===== src/rtl/max_stack_with_pop_max_macros.svh =====
// assertion macros used by the max stack rtl
`ifndef MAX_STACK_WITH_POP_MAX_MACROS_SVH
`define MAX_STACK_WITH_POP_MAX_MACROS_SVH

// same-cycle implication, off during reset
`define MSK_ASSERT_NOW(lbl, clk, rstn, ante, cons, msg) \
    lbl: assert property (@(posedge clk) disable iff (!(rstn)) (ante) |-> (cons)) \
        else $error(msg);

// next-cycle implication, off during reset
`define MSK_ASSERT_NEXT(lbl, clk, rstn, ante, cons, msg) \
    lbl: assert property (@(posedge clk) disable iff (!(rstn)) (ante) |=> (cons)) \
        else $error(msg);

`endif


===== src/rtl/msk_pkg.sv =====
// types, constants and codes for the max stack
`timescale 1ns / 1ps

package msk_pkg;

    localparam int DEPTH       = 64;
    localparam int VALUE_WIDTH = 32;
    localparam int IDX_W       = $clog2(DEPTH);
    localparam int CNT_W       = $clog2(DEPTH + 1);
    localparam int FUNC_W      = 2;
    localparam int STAT_W      = 2;

    typedef logic signed [VALUE_WIDTH-1:0] t_value;
    typedef logic [CNT_W-1:0]              t_count;
    typedef logic [IDX_W-1:0]              t_index;

    typedef enum logic [FUNC_W-1:0] {
        FN_PUSH    = 2'd0,
        FN_POP     = 2'd1,
        FN_POP_MAX = 2'd2,
        FN_QUERY   = 2'd3
    } t_func;

    typedef enum logic [STAT_W-1:0] {
        ST_OK    = 2'd0,
        ST_EMPTY = 2'd1,
        ST_FULL  = 2'd2
    } t_status;

    typedef enum logic [1:0] {
        S_IDLE = 2'd0,
        S_WAVE = 2'd1,
        S_DONE = 2'd2
    } t_state;

    // broadcast from the controller to every cell
    typedef struct packed {
        logic   push_en;
        logic   shift_en;
        t_value push_value;
        t_value max_value;
        t_count count;
    } t_bcast;

endpackage


===== src/rtl/msk_cell.sv =====
// one stack cell: entry, running maximum and rebuild token
`timescale 1ns / 1ps

module msk_cell (
    input  logic            i_clk,
    input  logic            i_rst_n,
    input  msk_pkg::t_index i_idx,
    input  msk_pkg::t_bcast i_bcast,
    input  msk_pkg::t_value i_prev_rmax,
    input  msk_pkg::t_value i_next_entry,
    input  logic            i_match_above,
    input  logic            i_token_in,
    output msk_pkg::t_value o_entry,
    output msk_pkg::t_value o_rmax,
    output msk_pkg::t_value o_top_entry,
    output msk_pkg::t_value o_top_rmax,
    output logic            o_match,
    output logic            o_token_out,
    output logic            o_token
);
    import msk_pkg::*;

    t_value r_entry;
    t_value r_rmax;
    logic   r_token;
    logic   n_token;

    t_count w_idx;
    logic   w_valid;
    logic   w_above_valid;
    logic   w_is_top;
    logic   w_match;
    logic   w_pos;
    logic   w_shift;
    logic   w_start;
    logic   w_push;
    t_value w_cand;
    t_value w_new_max;

    assign w_idx         = t_count'(i_idx);
    assign w_valid       = w_idx < i_bcast.count;
    assign w_above_valid = (w_idx + t_count'(1)) < i_bcast.count;
    assign w_is_top      = w_valid && !w_above_valid;
    assign w_match       = w_valid && (r_entry == i_bcast.max_value);
    // topmost match is the removal position
    assign w_pos         = w_match && !i_match_above;
    // cells from the removal position up to below the top take their upper neighbor
    assign w_shift       = i_bcast.shift_en && !i_match_above && w_above_valid;
    assign w_start       = i_bcast.shift_en && w_pos && w_above_valid;
    assign w_push        = i_bcast.push_en && (w_idx == i_bcast.count);

    assign w_cand        = w_push ? i_bcast.push_value : r_entry;
    assign w_new_max     = ((i_idx == '0) || (w_cand > i_prev_rmax)) ? w_cand : i_prev_rmax;

    assign n_token       = w_start | i_token_in;

    always_ff @(posedge i_clk) begin
        if (w_push) begin
            r_entry <= i_bcast.push_value;
            r_rmax  <= w_new_max;
        end else if (w_shift) begin
            r_entry <= i_next_entry;
        end else if (r_token) begin
            r_rmax  <= w_new_max;
        end
    end

    always_ff @(posedge i_clk) begin
        if (!i_rst_n) begin
            r_token <= 1'b0;
        end else begin
            r_token <= n_token;
        end
    end

    assign o_entry     = r_entry;
    assign o_rmax      = r_rmax;
    assign o_top_entry = w_is_top ? r_entry : '0;
    assign o_top_rmax  = w_is_top ? r_rmax : '0;
    assign o_match     = i_match_above | w_match;
    // token moves up while the stack still has entries above
    assign o_token_out = r_token && w_above_valid;
    assign o_token     = r_token;

endmodule

===== config.mk =====
export PLATFORM = sky130hd
export DESIGN_NAME = msk_cell
export DESIGN_NICKNAME = d
export VERILOG_FILES = /design/src/rtl/max_stack_with_pop_max_macros.svh /design/src/rtl/msk_pkg.sv /design/src/rtl/msk_cell.sv
export SDC_FILE = /design/constraint.sdc
export NUM_CORES = 1
export LEC_CHECK = 0
export BUFFER_PORTS_ARGS = -buffer_cell sky130_fd_sc_hd__buf_2
export CORE_MARGIN = 4
export CORE_UTILIZATION = 42
export CTS_CLUSTER_SIZE = 40
export DETAILED_ROUTE_END_ITERATION = 16
export GPL_ROUTABILITY_DRIVEN = 0
export PLACE_DENSITY = 0.79
export SYNTH_ARGS = -nofsm -noshare
export SYNTH_HDL_FRONTEND = slang
export SYNTH_SLANG_ARGS = --single-unit

===== constraint.sdc =====
create_clock -name i_clk -period 4.2 [get_ports i_clk]
set_input_delay 0.42 -clock i_clk [delete_from_list [all_inputs] [get_ports i_clk]]
set_output_delay 0.42 -clock i_clk [all_outputs]
set_load 0.02 [all_outputs]

==> results.md <==
- Status: complete, no violations
- Power Dens Cells: 326 nW/um2
- Final min period: roughly 4000 ps
- DRC errors left: 0
- Final Hold Fails: 0
- Area post-placement: 7060 um2
- Initial DRT Pass Iterations: 5
- Hold depth: 2
- Nets@finish: ~1100
- Wire per inst: roughly 16 um
- Hold path start: i_rst_n
- #FFs+latches synth: 65
- Top post-synthesis cells by area: edfxtp_1 (37%), nand2_1 (12%), ha_1 (11%)
- Clk_lat worst skew: around 320 ps
- Layout cell share with drive strength beyond 1: 0.431
- Vias per cell: 4.84
- GRT Util Overall: 0.230
- Top-count cell post-synth: nand2_1
- Post-synth top flop: edfxtp_1
- Area Growth Syn to Fin: 43.6%
- Number of I/O port buffers: about 280
- Starting density of the core: 0.429
- Register area: a little under 2000 um2
- Synth Warn #: 0
- Max-Cap Viols: 0
- Met1 track demand over resource: 0.269
- Clock tree sinks: 65
- Period utilisation layout: 0.940
- Post-synth top cells: nand2_1 (164), and2_1 (65), edfxtp_1 (64)
- FF-to-FF path depth: 11
- # diodes: 0
- Die width: 119 um
- WP data required: between 4000 and 5000 ps
- Final Cell Area: around 7400 um2
- Slew Viols, Final: 0
- RSZ-0062 raised after global routing: no
- Filler cells: 1070
- Root buf cell: clkbuf_16
- Post-CTS Hold Buffers: 0
- Mapped Nets: 753
- Core area: ~12000 um2
- Synthesized area: between 5000 and 6000 um2
- IO Pins: around 280
- H-tree depth: 3
- Setup violators final: 0
- Initial drt markers: 273
- Clk_skew: 6.53 ps
- Yosys top cell area share: 0.371
- EDFF count, synth: between 60 and 70
- Critical Path AT: 4020 ps
- Sequential element share of the synthesized area: 0.375
- CTS tree: yes
- WHS: between 300 and 400 ps
- Max Fclk: about 0.25 GHz
- WS Path Type: input pin to flop
- Layer with the highest usage: met2
- Vias post-DR: just over 5000
- Synth Area per Inst: 9.26 um2
- Met3 GRT Util: 0.0427
- Met2 usage: 0.415
- Worst ir drop on vdd: roughly 0.00018 V
- Total congestion overflow: 0
- Initial antenna violation count: 0
- Vias in the first global route: 5091
- Die footprint: ~14000 um2
- Largest net degree at the start of global routing: 65
- Number of CTS-inserted buffers: 9
- Hold worst-path end: o_token
- Clock Pin Slew Worst Setup and Hold Paths: around 60 ps
- Worst slew margin: 0.387
- Die height: about 120 um
- Critical path launch point type: input pin
- CP endpoint kind: flop
- First-pass GRT wire length: ~26 mm
- Number of library cell types mapped by synthesis: between 40 and 50
- Post-synthesis instance total: around 560
- Footprint of the multi-input gates: 3000 um2
- Worst-Margin Slew: 916 ps
- Async SR Flop Fraction: 0
- Final Util: 0.616
- Reg2Reg Setup Slack: approximately 1200 ps
- Clock tree buffer depth: 2
- Crit-path max FO: 14
- ANT nets after route: 0
- LEAKAGE: 4.10 nW
- Post-synth top area cell: edfxtp_1
- Worst Hold Class: input pin to flop
- Start of the worst register-to-register path: o_entry[31]
- Row cnt: 40
- DPL Wire Length: ~14 mm
- R2r endpoint: o_rmax[1]
- DRT Wirelength: 17.2 mm
-- final cells by class --
class	count	share of cell area
clock inverters	3	0.00539
inverters	41	0.0207
flip-flops and latches	65	0.261
repair buffers	326	0.245
well taps	168	0.0283
multi-input cells	433	0.404
clock buffers	13	0.0350
-- cell usage in the layout (no fill, tap or decap), types with 3 or more instances in the layout --
master,synthesis,final
a211oi_1,3,3
ha_1,47,47
a21oi_1,11,11
and2_1,65,65
nor2b_1,6,5
buf_12,0,3
o21ai_0,6,5
xor2_1,33,33
buf_4,0,42
nor4_1,12,12
clkbuf_16,0,10
xnor2_1,3,3
mux2_4,29,29
inv_1,41,41
nand3_1,7,7
buf_2,1,277
edfxtp_1,64,64
a21o_1,8,8
nor2_1,5,5
nand4_1,10,10
nand2_1,164,163
-- cells by family after synthesis --
kind of cell,count (synthesis),synth area share
AOI/OAI and AO/OA,39,0.0537
xor gates and xnor gates,36,0.0609
adders and majority gates,47,0.114
buffers and inverters,61,0.0488
DFF,65,0.375
muxes,32,0.0904
and+or+nand+nor,279,0.257
-- through the flow --
stage	std cells	power, W	setup WS, ps	setup TNS, ps
after global routing	1049	0.00254	48.3	0
after CTS	1046	0.00241	105	0
after detailed placement	1030	0.00163	-236	-5830
final	1049	0.00242	253	0
after floorplan	559	0.00133	46.3	0
after global placement	1030	0.00161	-226	-5790
-- per-layer routing --
layer / vias up / routed length (um)
met5: - / 0
met4: 0 / 544
met3: 34 / 1160
met2: 212 / 8580
met1: 2303 / 6870
li1: 2530 / -
-- where the power goes --
group          leakage [nW]  internal (W)  total [W]  switching (W)
logic                  3.35      0.000391   0.000812       0.000422
registers             0.604      0.000788   0.000839      0.0000505
clock network         0.150      0.000491   0.000771       0.000280
-- worst max-delay path, cell delays in order --
cell and delay, ps:
buf_2 80, inv_1 40, ha_1 290, nand4_1 140, buf_4 170, nor4b_2 310, buf_4 290, buf_4 180
nand2_1 70, nand2_1 80, ha_1 240, nand4_1 180, a211oi_1 80, or4_4 550, a32oi_4 220, buf_12 150
buf_6 150, mux2_2 340
-- flip-flops by register name, summed over array words and instances, names as in the netlist --
name / cells
o_entry: 32
o_rmax: 32
o_token: 1
-- worst max path at each step --
stage / from / endpoint / slack, ps / cells after the start
detailed placement: i_bcast[5] / o_rmax[1] / -240 / 15
finish: i_bcast[5] / o_rmax[1] / 250 / 18
global placement: i_bcast[5] / o_rmax[1] / -230 / 16
floorplan: i_bcast[5] / o_rmax[10] / 50 / 15
global route: i_bcast[5] / o_rmax[1] / 50 / 17
CTS: i_bcast[5] / o_rmax[1] / 110 / 15
-- what timing repair did --
item / 4_1_cts / 5_1_grt
setup buffers: 0 / 1
hold endpoints to repair: 0 / 0
setup endpoints to repair: 0 / 31
resized for setup: 0 / 5
Note: power is estimated with default switching activity, not from simulation.
